[src/design/mlsf_pkg.sv]
`default_nettype none

package mlsf_pkg;

   localparam int MAX_LINE_PIXELS = 1024;
   localparam int BYTES_CAP = (MAX_LINE_PIXELS / 8 == 0) ? 1 : MAX_LINE_PIXELS / 8;

   localparam int THRESH_W = 8;
   localparam int LINE_W = 11;
   localparam int CSR_W = 11;
   localparam int COL_W = 10;

   localparam logic [7:0] WRITE_CMD = 8'h80;
   localparam logic [7:0] CLEAR_CMD = 8'h20;
   localparam logic [7:0] TRAILER_BYTE = 8'h00;
   localparam logic [7:0] END_BYTE = 8'h00;

   localparam logic CSR_GRAY_THRESHOLD = 1'b0;
   localparam logic CSR_LINE_PIXELS = 1'b1;

   typedef enum logic [2:0] {
      REQ_BEGIN,
      REQ_PIXEL,
      REQ_END,
      REQ_CLEAR,
      REQ_TICK
   } req_code_type;

   // up to three results produced by one input transaction
   typedef struct packed {
      logic [1:0]      count;
      logic            vcom;
      logic [2:0]      valid;
      logic [2:0]      eot;
      logic [2:0][7:0] data;
   } burst_type;

   function automatic logic [7:0] flip_bits(input logic [7:0] v);
      logic [7:0] r;
      for (int i = 0; i < 8; i++) begin
         r[i] = v[7-i];
      end
      return r;
   endfunction

endpackage

`default_nettype wire

[src/design/mlsf_fmt_core.sv]
`default_nettype none

module mlsf_fmt_core
   import mlsf_pkg::*;
(
   input  wire logic                clock,
   input  wire logic                reset,
   input  wire logic                csr_we,
   input  wire logic                csr_index,
   input  wire logic [CSR_W-1:0]    csr_wdata,
   input  wire logic                accept,
   input  wire logic [2:0]          req_type,
   input  wire logic [7:0]          gray_pixel,
   input  wire logic [7:0]          first_row,
   output burst_type                burst
);

   logic [THRESH_W-1:0] thresh_ff;
   logic [LINE_W-1:0]   line_ff;
   logic [7:0]          acc_ff, acc_in;
   logic [2:0]          pos_ff, pos_in;
   logic [COL_W-1:0]    col_ff, col_in;
   logic [7:0]          row_ff, row_in;
   logic                vcom_ff, vcom_in;

   logic [LINE_W-1:0] bytes_raw;
   logic [LINE_W-1:0] bpl;
   logic [LINE_W-1:0] col_next;
   logic [7:0]        acc_new;
   logic              need_addr;
   logic              need_trail;

   localparam logic [LINE_W-1:0] CAP = LINE_W'(BYTES_CAP);

   always_comb begin
      bytes_raw = {3'b000, line_ff[LINE_W-1:3]};
      if (bytes_raw == '0) begin
         bpl = LINE_W'(1);
      end else if (bytes_raw > CAP) begin
         bpl = CAP;
      end else begin
         bpl = bytes_raw;
      end
   end

   assign acc_new = acc_ff | ((gray_pixel >= thresh_ff) ? (8'h80 >> pos_ff) : 8'h00);
   assign col_next = LINE_W'(col_ff) + LINE_W'(1);
   assign need_addr = (col_ff == '0);
   assign need_trail = (col_next >= bpl);

   always_comb begin
      acc_in = acc_ff;
      pos_in = pos_ff;
      col_in = col_ff;
      row_in = row_ff;
      vcom_in = vcom_ff;
      burst = '0;
      burst.vcom = vcom_ff;
      case (req_type)
         REQ_BEGIN: begin
            row_in = first_row;
            acc_in = '0;
            pos_in = '0;
            col_in = '0;
            burst.count = 2'd1;
            burst.valid = 3'b001;
            burst.data[0] = WRITE_CMD;
         end
         REQ_PIXEL: begin
            if (pos_ff != 3'd7) begin
               acc_in = acc_new;
               pos_in = pos_ff + 3'd1;
            end else begin
               acc_in = '0;
               pos_in = '0;
               if (need_trail) begin
                  col_in = '0;
                  row_in = row_ff + 8'd1;
               end else begin
                  col_in = col_next[COL_W-1:0];
               end
               burst.count = 2'd1 + 2'(need_addr) + 2'(need_trail);
               burst.valid = 3'b111;
               burst.data[0] = need_addr ? flip_bits(row_ff + 8'd1) : acc_new;
               burst.data[1] = need_addr ? acc_new : TRAILER_BYTE;
               burst.data[2] = TRAILER_BYTE;
            end
         end
         REQ_END: begin
            burst.count = 2'd1;
            burst.valid = 3'b001;
            burst.eot = 3'b001;
            burst.data[0] = END_BYTE;
         end
         REQ_CLEAR: begin
            burst.count = 2'd2;
            burst.valid = 3'b011;
            burst.eot = 3'b010;
            burst.data[0] = CLEAR_CMD;
            burst.data[1] = 8'h00;
         end
         REQ_TICK: begin
            vcom_in = ~vcom_ff;
            burst.count = 2'd1;
            burst.vcom = ~vcom_ff;
         end
         default: begin
         end
      endcase
   end

   always_ff @(posedge clock) begin
      if (reset) begin
         thresh_ff <= THRESH_W'(32);
         line_ff <= LINE_W'(400);
         acc_ff <= '0;
         pos_ff <= '0;
         col_ff <= '0;
         row_ff <= '0;
         vcom_ff <= 1'b0;
      end else begin
         if (csr_we) begin
            unique case (csr_index)
               CSR_GRAY_THRESHOLD: thresh_ff <= csr_wdata[THRESH_W-1:0];
               CSR_LINE_PIXELS: line_ff <= csr_wdata[LINE_W-1:0];
               default: begin
               end
            endcase
         end
         if (accept) begin
            acc_ff <= acc_in;
            pos_ff <= pos_in;
            col_ff <= col_in;
            row_ff <= row_in;
            vcom_ff <= vcom_in;
         end
      end
   end

endmodule

`default_nettype wire

[src/design/mlsf_burst_queue.sv]
`default_nettype none

module mlsf_burst_queue
   import mlsf_pkg::*;
(
   input  wire logic       clock,
   input  wire logic       reset,
   input  wire logic       push,
   input  wire burst_type  burst,
   output logic            can_push,
   output logic            rsp_valid,
   input  wire logic       rsp_ready,
   output logic            rsp_byte_valid,
   output logic [7:0]      rsp_spi_byte,
   output logic            rsp_end_of_transfer,
   output logic            rsp_last_of_run,
   output logic            rsp_vcom_level
);

   burst_type  head_ff, pend_ff;
   logic       head_valid_ff, pend_valid_ff;
   logic [1:0] idx_ff;

   logic last;
   logic fire;
   logic pop;
   logic head_free;

   assign last = (idx_ff == head_ff.count - 2'd1);
   assign fire = head_valid_ff && rsp_ready;
   assign pop = fire && last;
   assign head_free = !head_valid_ff || pop;
   assign can_push = !pend_valid_ff;

   assign rsp_valid = head_valid_ff;
   assign rsp_last_of_run = last;
   assign rsp_vcom_level = head_ff.vcom;

   always_comb begin
      case (idx_ff)
         2'd0: begin
            rsp_byte_valid = head_ff.valid[0];
            rsp_spi_byte = head_ff.data[0];
            rsp_end_of_transfer = head_ff.eot[0];
         end
         2'd1: begin
            rsp_byte_valid = head_ff.valid[1];
            rsp_spi_byte = head_ff.data[1];
            rsp_end_of_transfer = head_ff.eot[1];
         end
         default: begin
            rsp_byte_valid = head_ff.valid[2];
            rsp_spi_byte = head_ff.data[2];
            rsp_end_of_transfer = head_ff.eot[2];
         end
      endcase
   end

   always_ff @(posedge clock) begin
      if (reset) begin
         head_valid_ff <= 1'b0;
         pend_valid_ff <= 1'b0;
         idx_ff <= '0;
      end else begin
         if (fire && !last) begin
            idx_ff <= idx_ff + 2'd1;
         end
         if (head_free) begin
            idx_ff <= '0;
            if (pend_valid_ff) begin
               head_ff <= pend_ff;
               head_valid_ff <= 1'b1;
               pend_valid_ff <= 1'b0;
            end else if (push) begin
               head_ff <= burst;
               head_valid_ff <= 1'b1;
            end else begin
               head_valid_ff <= 1'b0;
            end
         end else if (push) begin
            pend_ff <= burst;
            pend_valid_ff <= 1'b1;
         end
      end
   end

endmodule

`default_nettype wire

[src/design/memory_lcd_line_stream_formatter.sv]
// memory lcd line stream formatter
// req channel: one transaction per request (begin, pixel, end, clear, vcom tick),
// valid/ready. rsp channel: one transaction per output byte or tick marker,
// valid/ready; last_of_run marks the final result of a request.
// csr port: csr_we with csr_index 0 (gray threshold) or 1 (line pixels),
// taken at the clock edge, no wait; write only while the block is idle.
// results of an accepted request are registered in the burst buffer and offered
// from there; they wait while an earlier burst is still being sent.
// throughput: one request per cycle while rsp_ready is high and each request
// makes at most one result; a longer burst holds rsp until all of it is taken.
// results are staged in a two-entry burst buffer (one burst being sent, one
// waiting), so a request is still accepted while a result waits on rsp_ready;
// req_ready drops only while a second burst is waiting.
// pixels that do not complete a byte make no result.
// reset: synchronous, clears line state, row, vcom and both buffers; the
// threshold returns to 32 and the line width to 400 pixels.
// a stalled receiver holds the current result steady until it is taken.
`default_nettype none

module memory_lcd_line_stream_formatter
   import mlsf_pkg::*;
(
   input  wire logic             clock,
   input  wire logic             reset,
   input  wire logic             csr_we,
   input  wire logic             csr_index,
   input  wire logic [CSR_W-1:0] csr_wdata,
   input  wire logic             req_valid,
   output logic                  req_ready,
   input  wire logic [2:0]       req_type,
   input  wire logic [7:0]       req_gray_pixel,
   input  wire logic [7:0]       req_first_row,
   output logic                  rsp_valid,
   input  wire logic             rsp_ready,
   output logic                  rsp_byte_valid,
   output logic [7:0]            rsp_spi_byte,
   output logic                  rsp_end_of_transfer,
   output logic                  rsp_last_of_run,
   output logic                  rsp_vcom_level
);

   burst_type burst;
   logic      accept;
   logic      can_push;

   assign req_ready = can_push;
   assign accept = req_valid && req_ready;

   mlsf_fmt_core u_core (
      .clock      (clock),
      .reset      (reset),
      .csr_we     (csr_we),
      .csr_index  (csr_index),
      .csr_wdata  (csr_wdata),
      .accept     (accept),
      .req_type   (req_type),
      .gray_pixel (req_gray_pixel),
      .first_row  (req_first_row),
      .burst      (burst)
   );

   mlsf_burst_queue u_queue (
      .clock               (clock),
      .reset               (reset),
      .push                (accept && (burst.count != 2'd0)),
      .burst               (burst),
      .can_push            (can_push),
      .rsp_valid           (rsp_valid),
      .rsp_ready           (rsp_ready),
      .rsp_byte_valid      (rsp_byte_valid),
      .rsp_spi_byte        (rsp_spi_byte),
      .rsp_end_of_transfer (rsp_end_of_transfer),
      .rsp_last_of_run     (rsp_last_of_run),
      .rsp_vcom_level      (rsp_vcom_level)
   );

endmodule

`default_nettype wire

[config.mk]
export PLATFORM = sky130hd
export DESIGN_NAME = memory_lcd_line_stream_formatter
export DESIGN_NICKNAME = d
export VERILOG_FILES = /design/src/design/mlsf_pkg.sv /design/src/design/mlsf_fmt_core.sv /design/src/design/mlsf_burst_queue.sv /design/src/design/memory_lcd_line_stream_formatter.sv
export SDC_FILE = /design/constraint.sdc
export NUM_CORES = 1
export LEC_CHECK = 0
export BUFFER_PORTS_ARGS = -buffer_cell sky130_fd_sc_hd__buf_2
export CAP_MARGIN = 20
export CORE_MARGIN = 3
export CORE_UTILIZATION = 44
export CTS_CLUSTER_DIAMETER = 50
export CTS_CLUSTER_SIZE = 40
export DETAILED_ROUTE_END_ITERATION = 8
export GPL_ROUTABILITY_DRIVEN = 0
export PLACE_DENSITY = 0.65
export SETUP_SLACK_MARGIN = 0.1
export SYNTH_ARGS = -nofsm -noshare
export SYNTH_HDL_FRONTEND = slang
export SYNTH_SLANG_ARGS = --single-unit
export TNS_END_PERCENT = 5
[constraint.sdc]
create_clock -name clock -period 11.68 [get_ports clock]
set_clock_uncertainty 0.15 [all_clocks]
set_input_delay 0.584 -clock clock [delete_from_list [all_inputs] [get_ports clock]]
set_output_delay 0.584 -clock clock [all_outputs]
set_load 0.05 [all_outputs]
Word level (Yosys, flattened, before mapping). Index checks and enable logic that the tools add are counted.

Register bits: 119. Input bits: 36. Output and inout port bits: 14.

Add/subtract/negate cells: 7. Order comparisons: 3. Eq/ne operators: 9. Shifts and indexed selects: 1. Multiplexer cells: 32. Bitwise operators: 5. Reductions and logical operators: 26.

Operators with widths (count): $mux 8 (9); $mux 33 (2); $pmux 8 s2 (3); $pmux 8 s3 (1); $mux 10 (2); $pmux 10 s2 (1); $mux 16 (1); $add 10x1->11 const B (1); $ge 11x11->1 (1); $mux 11 (1); $logic_not 10->1 (1); $pmux 3 s3 (1); $reduce_and 3->1 (3); $add 8x1->8 const B (1); $ge 8x8->1 (1); $gt 8x8->1 const B (1); $logic_not 8->1 (1); $or 8x8->8 (1); $shr 8x3->8 const A (1); $eq 3x2->1 const B (2); $mux 3 (2); $pmux 2 s3 (1); $pmux 3 s2 (1); $reduce_and 2->1 (3); other kinds (26) (41).

Logic depth before layout (Yosys ltp). Gate-level depths: netlist of run 1.

Word-level depth: 11. Depth in mapped cells: 17. Gate-level depth less buffers: 16.

Cells and area by module. A second synthesis of run 1 with hierarchy kept.

Cells, all modules: 558. Area total of the unflattened synthesis: 5808.1 um2.

By module, submodules not included: mlsf_fmt_core (times used 1, cells each 390, area each 2984.1 um2, sequential area each 920.9 um2); mlsf_burst_queue (times used 1, cells each 166, area each 2807.7 um2, sequential area each 2062.0 um2); memory_lcd_line_stream_formatter (times used 1, cells each 2, area each 16.3 um2, sequential area each 0.0 um2).

Worst setup path before layout of run 1. No wires, ideal clock.

Kind: reg2reg. Start: register u_core.col_ff[2]. End: register u_queue.head_ff[0] (netlist bit) (enable). Setup time: 0.442 ns. Arrival time: 4.893 ns. Required time: 11.088 ns. Setup slack: 6.195 ns. Cell stages (with the launch flop): 18. Path buffers: 1. Clock period less this slack: 5.485 ns. Path through: dfxtp_1 and3_1 buf_4 nand3_1 nor2_1 xor2_1 ha_1 and3_1 nand3_1 o21ai_1 nor2_1 ha_1 inv_1 a31oi_1 o22ai_1 nand2b_1 a21oi_1 a211oi_1.

RTL lines: start: declaration (RTL line mlsf_fmt_core.sv:22) `logic [COL_W-1:0] col_ff, col_in;`; start signal: assignment (RTL line mlsf_fmt_core.sv:133) `col_ff <= col_in;`; end signal: assignment (RTL line mlsf_burst_queue.sv:71) `head_ff <= pend_ff;`; end signal: assignment (RTL line mlsf_burst_queue.sv:75) `head_ff <= burst;`; end: declaration (RTL line mlsf_burst_queue.sv:20) `burst_type head_ff, pend_ff;`.

==> results of run 1 <==
[metrics by stage]
stage	instances	setup WS (ns)	hold slack, ns
floorplan	506	6.20	0.281
global placement	674	6.87	0.295
detailed placement	674	6.68	0.302
CTS	690	6.68	0.297
global route	691	6.73	0.322
finish	691	7.12	0.305
[power breakdown]
group | leakage [nW] | internal (mW) | switching (mW) | total, mW
clock | 0.156 | 0.176 | 0.136 | 0.312
sequential | 0.838 | 0.368 | 0.00523 | 0.373
combinational | 1.20 | 0.0233 | 0.0413 | 0.0646
total | 2.19 | 0.568 | 0.183 | 0.750
[area by class of cell]
type / instances / area (µm²)
Sequential cell: 98 / 2440
Multi-Input combinational cell: 359 / 2370
Clock buffer: 10 / 239
Timing Repair Buffer: 52 / 275
Tap cell: 140 / 175
Inverter: 26 / 97.6
Fill cell: 1005 / 5260
Clock inverter: 6 / 76.3
[kinds of logic after synthesis]
logic type	after synthesis	synth area share, %
adder cells (fa/ha/maj)	28	7.03
multiplexers	13	2.91
flip-flops	98	49.0
AND/OR/NAND/NOR	176	17.0
buffers and inverters	49	3.79
AO/OA/AOI/OAI	126	17.5
XOR/XNOR	16	2.81
[placed cells by master (no fill, tap or decap), types with 9 or more instances in the layout]
master | netlist | final
nand2b_1 | 15 | 15
edfxtp_1 | 48 | 48
nor2_1 | 36 | 36
ha_1 | 28 | 28
mux2_2 | 12 | 12
dfxtp_1 | 50 | 50
buf_2 | 0 | 49
inv_1 | 26 | 26
nand2_1 | 70 | 70
o31ai_1 | 9 | 9
clkbuf_16 | 0 | 9
o21ai_0 | 12 | 12
a22o_1 | 12 | 12
a21oi_1 | 35 | 35
a31oi_1 | 18 | 18
nand3_1 | 13 | 13
o22ai_1 | 10 | 10
xnor2_1 | 10 | 10
[worst max-delay path by stage]
stage	start	endpoint	slack, ns	cells past startpoint
6_report	u_core.col_ff[2]	u_queue.head_ff[4]	7.12	17
5_1_grt	u_core.col_ff[2]	u_queue.head_ff[2]	6.73	17
4_1_cts	u_core.col_ff[2]	u_queue.head_ff[28]	6.68	16
3_5_place_dp	u_core.col_ff[2]	u_queue.head_ff[10]	6.68	16
3_3_place_gp	u_core.col_ff[2]	u_queue.head_ff[10]	6.87	16
2_1_floorplan	u_core.col_ff[2]	u_queue.head_ff[0]	6.20	17
[metal layers]
layer	track usage (%)	routed length (µm)	up-vias
met3	4.69	549	8
met2	26.4	4770	76
met1	23.0	4830	1754
met5	0	0	-
li1	-	-	1913
met4	5.21	107	0
[flip-flops by register name, indices dropped and copies added, names as in the netlist]
register                cells
u_core.acc_ff               8
u_core.col_ff              10
u_core.line_ff              8
u_core.pos_ff               3
u_core.row_ff               8
u_core.thresh_ff            8
u_core.vcom_ff              1
u_queue.head_ff            23
u_queue.idx_ff              2
u_queue.pend_ff            24
u_queue.pend_valid_ff       1
u_queue.rsp_valid           1
u_queue.rsp_vcom_level      1
[critical path: cells and delay by family (launching register included)]
kind / cells / cell delay [ns]
buffers and inverters: 2 / 0.29
and+or+nand+nor: 7 / 1.31
AOI/OAI and AO/OA: 5 / 1.32
xor gates and xnor gates: 1 / 0.10
DFF: 1 / 0.45
adders and majority gates: 2 / 0.66
==> impl_metrics.ini, run 1 <==
[grt]
overflow = 0
grt_pass1_wl_mm = 17.5
antenna_found_initial = 0
grt_pass1_vias = 3526
grt_max_degree = 42
grt_use_total_pct = 16.9

[timing]
max_slew_margin_pct = 42.2
final_hold_viol_count = 0
slew_viol_final = 0
period_share_pct = 39.1
tightest_slew_ns = 0.867
setup_tns_ns = 0
rsz0062_at_grt = false
max_freq_mhz = 219
setup_viol_count_final = 0
period_needed_ns = 4.56

[pwr]
ir_drop_mv = 0.0609
p_per_area_mw_per_mm2 = 132
power_leakage_nw = 2.19
p_total_uw = 750

[die]
io_pins = 50
rows = 38
dieArea_mm2 = 0.0126
die_width_um = 112
core_mm2 = 0.0109
die_h_um = 112
start_util_pct = 45.6

[finish]
n_antenna_cell = 0
nets = 610
syn2layout_area_growth_pct = 13.9
drive_gt1_share_pct = 16.0
fin_util_pct = 51.9
final_area_mm2 = 0.00568

[synth]
yosysSeqAreaShare_pct = 49.0
synth_cell_types = 53
syn_avg_cell_area_um2 = 9.85
synth_area_leaders = edfxtp_1, dfxtp_1, ha_1
synth_area_mm2 = 0.00498
synthFlopType = dfxtp_1
ys_warn_count = 0
synth_top_area_share_pct = 28.9
netlist_top_cells_count = nand2_1, dfxtp_1, edfxtp_1
synth_edf_count = 48
yosys.area.top_type = edfxtp_1
syn_inst = 506
synth_seq_cells = 98
yosysMostFrequentCell = nand2_1
async_flop_share_pct = 0
synth_nets = 570

[critical_path]
crit_slowest_cell = o21ai_1
required_ns = 11.58
slowest_delay_ns = 0.49
cp_max_fo = 20
criticalPathCategory = reg2reg
cp-start-kind = flop
r2r_cells = 17
r2r_end = u_queue.head_ff[4]
cp_cell_sequence = and3_1 > nand3_1 > nor2_1 > xor2_1 > ha_1 > and3_1 > nand3_1 > o21ai_1 > nor2_1 > ha_1 > inv_1 > a31oi_1 > o22ai_1 > nand2b_1 > a21oi_1 > a211oi_4 > buf_8
r2r-start = u_core.col_ff[2]
r2r_slack_ns = 7.12
endpoint_kind = flop
arrival_ns = 4.47

[drt]
drtIter0Drc = 226
drtPass1Iterations = 4
via_per_inst = 5.43
postRouteAntennaNets = 0
vias = 3751
routed_wl_mm = 10.3
remaining_drc_errors = 0
wire_per_inst_um = 14.8

[clock_network]
numCtsBuffers = 9
clkSinkCount = 98
clockBufferDepth = 2
root_buffer = clkbuf_16
h-tree-depth = 3
cts_resized = 0
insertion_delay_ns = 0.35
post_cts.repair.setup_buffers = 0
cts_hold_buf = 0
clk_pin_slew_ns = 0.07
cts_tree = built

[flow_run]
cap_violations = 0

[place]
hpwl_mm = 7.63
place_area_mm2 = 0.00535
port_buffers = 49

[min_path]
hold_path_end = u_core.thresh_ff[5]
worstHoldPathCells = 2
hp-class = in2reg
hp-start = csr_wdata[5]

[status]
status = complete, no violations
(Power assumes the default switching activity.)
==> run 2, diff against run 1 <==
- ABC_AREA: default -> 1
- PLACE_DENSITY: 0.65 -> 0.68
- clock period: 11.68 -> 3.96 ns (I/O delays scaled with it)
==> impl_metrics.ini, run 2 <==
[finish]
final_cell_mix = nand2_1, inv_1, nor2_1
largest_register_ffs = 24
register_area_mm2 = 0.00244
layout_commonest_cell = nand2_1
multi_input_area_mm2 = 0.00232
nets = 760
max_flop_register = u_queue.pend_ff
drive_gt1_share_pct = 13.0
final_area_mm2 = 0.00596
nFillCells = 1028
top_regs = u_queue.pend_ff x24, u_queue.head_ff x23, u_core.col_ff x10
syn2layout_area_growth_pct = 16.1
n_antenna_cell = 0

[timing]
period_share_pct = 90.1
final_hold_viol_count = 0
setup_viol_count_final = 0
layout_setup_ws_ns = 0.393
tightest_slew_ns = 0.670
slew_viol_final = 0
max_slew_margin_pct = 55.3
period_needed_ns = 3.57
rsz0062_at_grt = false
max_freq_mhz = 280

[clock_network]
clkSinkCount = 98
root_buffer = clkbuf_16
h-tree-depth = 3
insertion_delay_ns = 0.34
post_cts.repair.setup_buffers = 0
clk_pin_slew_ns = 0.07
numCtsBuffers = 9
cts_tree = built
clockBufferDepth = 2

[synth]
synth_edf_count = 48
yosysMostFrequentCell = nand2_1
yosysSeqAreaShare_pct = 47.6
yosys.area.top_type = edfxtp_1
synth_seq_cells = 98
synth_nets = 702
synth_area_mm2 = 0.00513
ys_warn_count = 0
synth_top_area_share_pct = 28.1
netlist_top_cells_count = nand2_1, inv_1, nor2_1
synth_cell_types = 39
synthFlopType = dfxtp_1
async_flop_share_pct = 0
synth_area_leaders = edfxtp_1, dfxtp_1, nand2_1
syn_avg_cell_area_um2 = 8.04
syn_inst = 638

[pwr]
p_sw_uw = 526
ir_drop_mv = 0.277
p_total_mw = 2.19
p_sw_share_pct = 24.1
clkPwrFrac_pct = 39.7
power_leakage_nw = 2.64
pwr-share-seq_pct = 50.6
p_per_area_mw_per_mm2 = 367
internal_power_mw = 1.66
comb_power_share_pct = 9.7

[drt]
wire_per_inst_um = 13.0
postRouteAntennaNets = 0
vias = 4180
drtIter0Drc = 178
drtPass1Iterations = 5
routed_wl_mm = 11.0
via_per_inst = 4.97
remaining_drc_errors = 0

[critical_path]
arrival_ns = 3.47
required_ns = 3.86
cp_max_fo = 24
cp-start-kind = flop
criticalPathCategory = reg2reg
endpoint_kind = flop

[grt]
overflow = 0
grt_max_degree = 33
grt_pass1_vias = 4060
grt_use_total_pct = 17.7
antenna_found_initial = 0
grt_pass1_wl_mm = 18.6

[min_path]
hp-class = in2reg

[flow_run]
cap_violations = 0

[place]
place_area_mm2 = 0.00553
port_buffers = 49
dpl_worst_slack_ns = 0.187
hpwl_mm = 8.24

[die]
start_util_pct = 46.1
io_pins = 50
die_h_um = 114
core_mm2 = 0.0111
rows = 38
die_width_um = 114
dieArea_mm2 = 0.0130

[status]
status = complete, no violations
-- run 2: worst max-delay path, stage by stage (launching register included) --
cell and delay, ns:
dfxtp_1 0.37, ha_2 0.23, nand2_1 0.08, nor2_2 0.14, xor2_1 0.15, inv_1 0.08, ha_1 0.31, nand2_1 0.06
nor2_1 0.14, nand2_1 0.08, a21oi_1 0.15, nor2_1 0.08, nand2_1 0.13, inv_1 0.07, ha_1 0.20, o31ai_4 0.27
o21ai_2 0.11, nand2_1 0.06, nand2_1 0.09, nor2_2 0.13, buf_12 0.19
-- run 2: final cells by class --
class	instances	share of cell area, %
clock buffer	11	3.91
clock inverter	5	1.07
inverter	87	5.48
multi-input combinational	438	39.0
sequential	98	41.0
tap	140	2.94
timing repair buffer	62	6.60
-- run 2: worst paths after layout --
kind	from	endpoint	slack (ns)	cells after the start
worst min-delay path	csr_wdata[3]	u_core.thresh_ff[3]	0.01	3
worst max register to register	u_core.col_ff[1]	u_queue.head_ff[3]	0.39	20
worst min register to register	u_core.acc_ff[0]	u_core.acc_ff[0]	0.28	2
worst max-delay path	u_core.col_ff[1]	u_queue.head_ff[3]	0.39	20
-- run 2: timing repair --
action                                  CTS  global route
hold buffers                             10             0
resized for setup                         0             6
endpoints found under the setup margin    0            48
hold endpoints to repair                 12             0
-- run 2: power by group through the flow --
stage	Sequential (mW)	Clock [mW]	Combinational, mW
after global placement	1.13	0	0.196
after global routing	1.11	0.928	0.240
after floorplan	1.13	0	0.137
after detailed placement	1.13	0	0.202
after CTS	1.11	0.889	0.211
final	1.11	0.869	0.212
-- run 2: per-stage QoR --
| step | hold WS, ns | setup TNS [ns] | util (%) | std cells |
|---|---|---|---|---|
| floorplan | 0.117 | -3.00 | - | 638 |
| global placement | 0.251 | 0 | 49.7 | 815 |
| detailed placement | 0.266 | 0 | 49.7 | 815 |
| CTS | 0.00746 | 0 | 53.3 | 841 |
| global route | 0.0250 | 0 | 53.5 | 841 |
| finish | 0.0109 | 0 | 53.5 | 841 |
-- run 2: per-layer routing --
layer	up-vias	share of wire, %	GRT usage, %
met1	1893	45	22.3
met5	-	0	0
met4	0	1.5	4.91
met3	14	4.7	4.72
li1	2181	-	-
met2	92	49	29.9
-- run 2: kinds of logic (layout without fill, tap and decap cells) --
logic type	Yosys count	in the layout	share of synthesized area, %
AO/OA/AOI/OAI	90	90	10.2
XOR/XNOR	14	14	2.39
flip-flops	98	98	47.6
adder cells (fa/ha/maj)	28	28	6.83
AND/OR/NAND/NOR	306	306	25.2
buffers and inverters	102	165	7.73
==> run 3, diff against run 2 <==
- BUFFER_PORTS_ARGS: -buffer_cell sky130_fd_sc_hd__buf_2 -> default
- DONT_BUFFER_PORTS: default -> 1
- PLACE_DENSITY: 0.68 -> 0.64
==> impl_metrics.ini, run 3 (synthesis results as in run 2) <==
[finish]
nets = 730
syn2layout_area_growth_pct = 14.7
max_flop_register = u_queue.pend_ff
drive_gt1_share_pct = 6.71
largest_register_ffs = 24
n_antenna_cell = 0
fin_util_pct = 52.9
final_cell_mix = nand2_1, inv_1, nor2_1
top_regs = u_queue.pend_ff x24, u_queue.head_ff x23, u_core.col_ff x10
layout_commonest_cell = nand2_1
final_area_mm2 = 0.00588

[drt]
postRouteAntennaNets = 0
wire_per_inst_um = 13.6
remaining_drc_errors = 0
drtIter0Drc = 206
routed_wl_mm = 11.1
vias = 4097
via_per_inst = 5.05
drtPass1Iterations = 4

[clock_network]
clk_pin_slew_ns = 0.07
cts_tree = built
root_buffer = clkbuf_16
clkSinkCount = 98
h-tree-depth = 3
insertion_delay_ns = 0.34
clockBufferDepth = 2
numCtsBuffers = 9

[critical_path]
startpoint = u_core.col_ff[1]
cp-start-kind = flop
r2r_end = u_queue.head_ff[11]
cp_cell_sequence = ha_2 > nand2_1 > nor2_2 > xor2_1 > inv_1 > ha_1 > nand2_1 > nor2_1 > nand2_1 > a21oi_1 > nor2_1 > nand2_1 > inv_1 > ha_1 > o31ai_4 > o21ai_2 > nand2_1 > nand2_1 > nor2_2 > buf_12
arrival_ns = 3.46
endpoint_kind = flop
required_ns = 3.86
criticalPathCategory = reg2reg
path_buf_inv = 3
path_depth = 20
critPathMostFrequentCell = nand2_1
r2r_slack_ns = 0.41
r2r-start = u_core.col_ff[1]
r2r_cells = 20
cp_top_family = simple AND/OR/NAND/NOR gates
cp_max_fo = 24
slowest_delay_ns = 0.37
crit_slowest_cell = dfxtp_1

[place]
port_buffers = 0
hpwl_mm = 8.12
place_area_mm2 = 0.00530

[grt]
antenna_found_initial = 0
overflow = 0
grt_use_total_pct = 18.2
grt_pass1_wl_mm = 19.0
grt_max_degree = 34
grt_pass1_vias = 4013

[die]
die_h_um = 114
die_width_um = 114
core_mm2 = 0.0111
rows = 38
dieArea_mm2 = 0.0130
start_util_pct = 46.1
io_pins = 50

[timing]
rsz0062_at_grt = false
period_needed_ns = 3.55
final_hold_viol_count = 0
tightest_slew_ns = 0.713
max_freq_mhz = 281
slew_viol_final = 0
setup_tns_ns = 0
setup_viol_count_final = 0
max_slew_margin_pct = 52.4
period_share_pct = 89.7

[min_path]
worstHoldPathCells = 2
hp-start = req_type[1]
hold_path_end = u_queue.pend_ff[24]
hp-class = in2reg

[pwr]
power_leakage_nw = 2.52
p_total_mw = 2.13
ir_drop_mv = 0.242
p_per_area_mw_per_mm2 = 362

[flow_run]
cap_violations = 0

[status]
status = complete, no violations
run 3: cell count changes in the layout (fill, tap and decap cells not counted):
| cell | previous run | this run |
|---|---|---|
| clkbuf_1 | 2 | 1 |
| clkinvlp_4 | 1 | 2 |
| buf_2 | 49 | 0 |
| buf_4 | 1 | 2 |
| dfxtp_2 | 1 | 2 |
| inv_6 | 1 | 2 |
| dfxtp_1 | 49 | 48 |
| bufinv_16 | 1 | 0 |
| dlygate4sd3_1 | 10 | 28 |
run 3: through the flow:
| step | instances | setup WS (ns) | hold WS [ns] |
|---|---|---|---|
| finish | 811 | 0.407 | 0.0296 |
| global route | 811 | 0.0967 | 0.0401 |
| CTS | 811 | 0.193 | 0.0107 |
| detailed placement | 767 | 0.218 | 0.123 |
| global placement | 767 | 0.357 | 0.120 |
| floorplan | 638 | -0.125 | 0.117 |
run 3: where the power goes:
| part | switching [mW] | internal (mW) |
|---|---|---|
| logic | 0.126 | 0.0706 |
| clock network | 0.392 | 0.433 |
| registers | 0.0204 | 1.09 |
run 3: layout make-up:
cell class / instances / area (µm²)
clock buffer: 10 / 229
multi-input combinational: 438 / 2320
inverter: 87 / 327
tap: 140 / 175
timing repair buffer: 32 / 335
fill: 1060 / 5240
sequential: 98 / 2440
clock inverter: 6 / 50.0
run 3: worst max path at each step:
| stage | end | slack, ns |
|---|---|---|
| finish | u_queue.head_ff[11] | 0.41 |
| global route | u_queue.head_ff[25] | 0.1 |
| CTS | u_queue.head_ff[25] | 0.19 |
| detailed placement | u_queue.head_ff[2] | 0.22 |
| global placement | u_queue.head_ff[2] | 0.36 |
| floorplan | u_queue.pend_ff[0] | -0.13 |
run 3: repair_timing:
item / CTS / global route
hold buffers: 28 / 0
gates resized for setup: 0 / 7
endpoints found under the setup margin: 0 / 48
setup buffers: 0 / 0
hold endpoints to repair: 33 / 0
run 3: layer usage:
metal | routed length (µm) | part of all wire, % | track usage (%)
met1 | 5210 | 47 | 23.8
met4 | 228 | 2.1 | 6.73
met3 | 400 | 3.6 | 3.61
met5 | 0 | 0 | 0
met2 | 5210 | 47 | 29.7
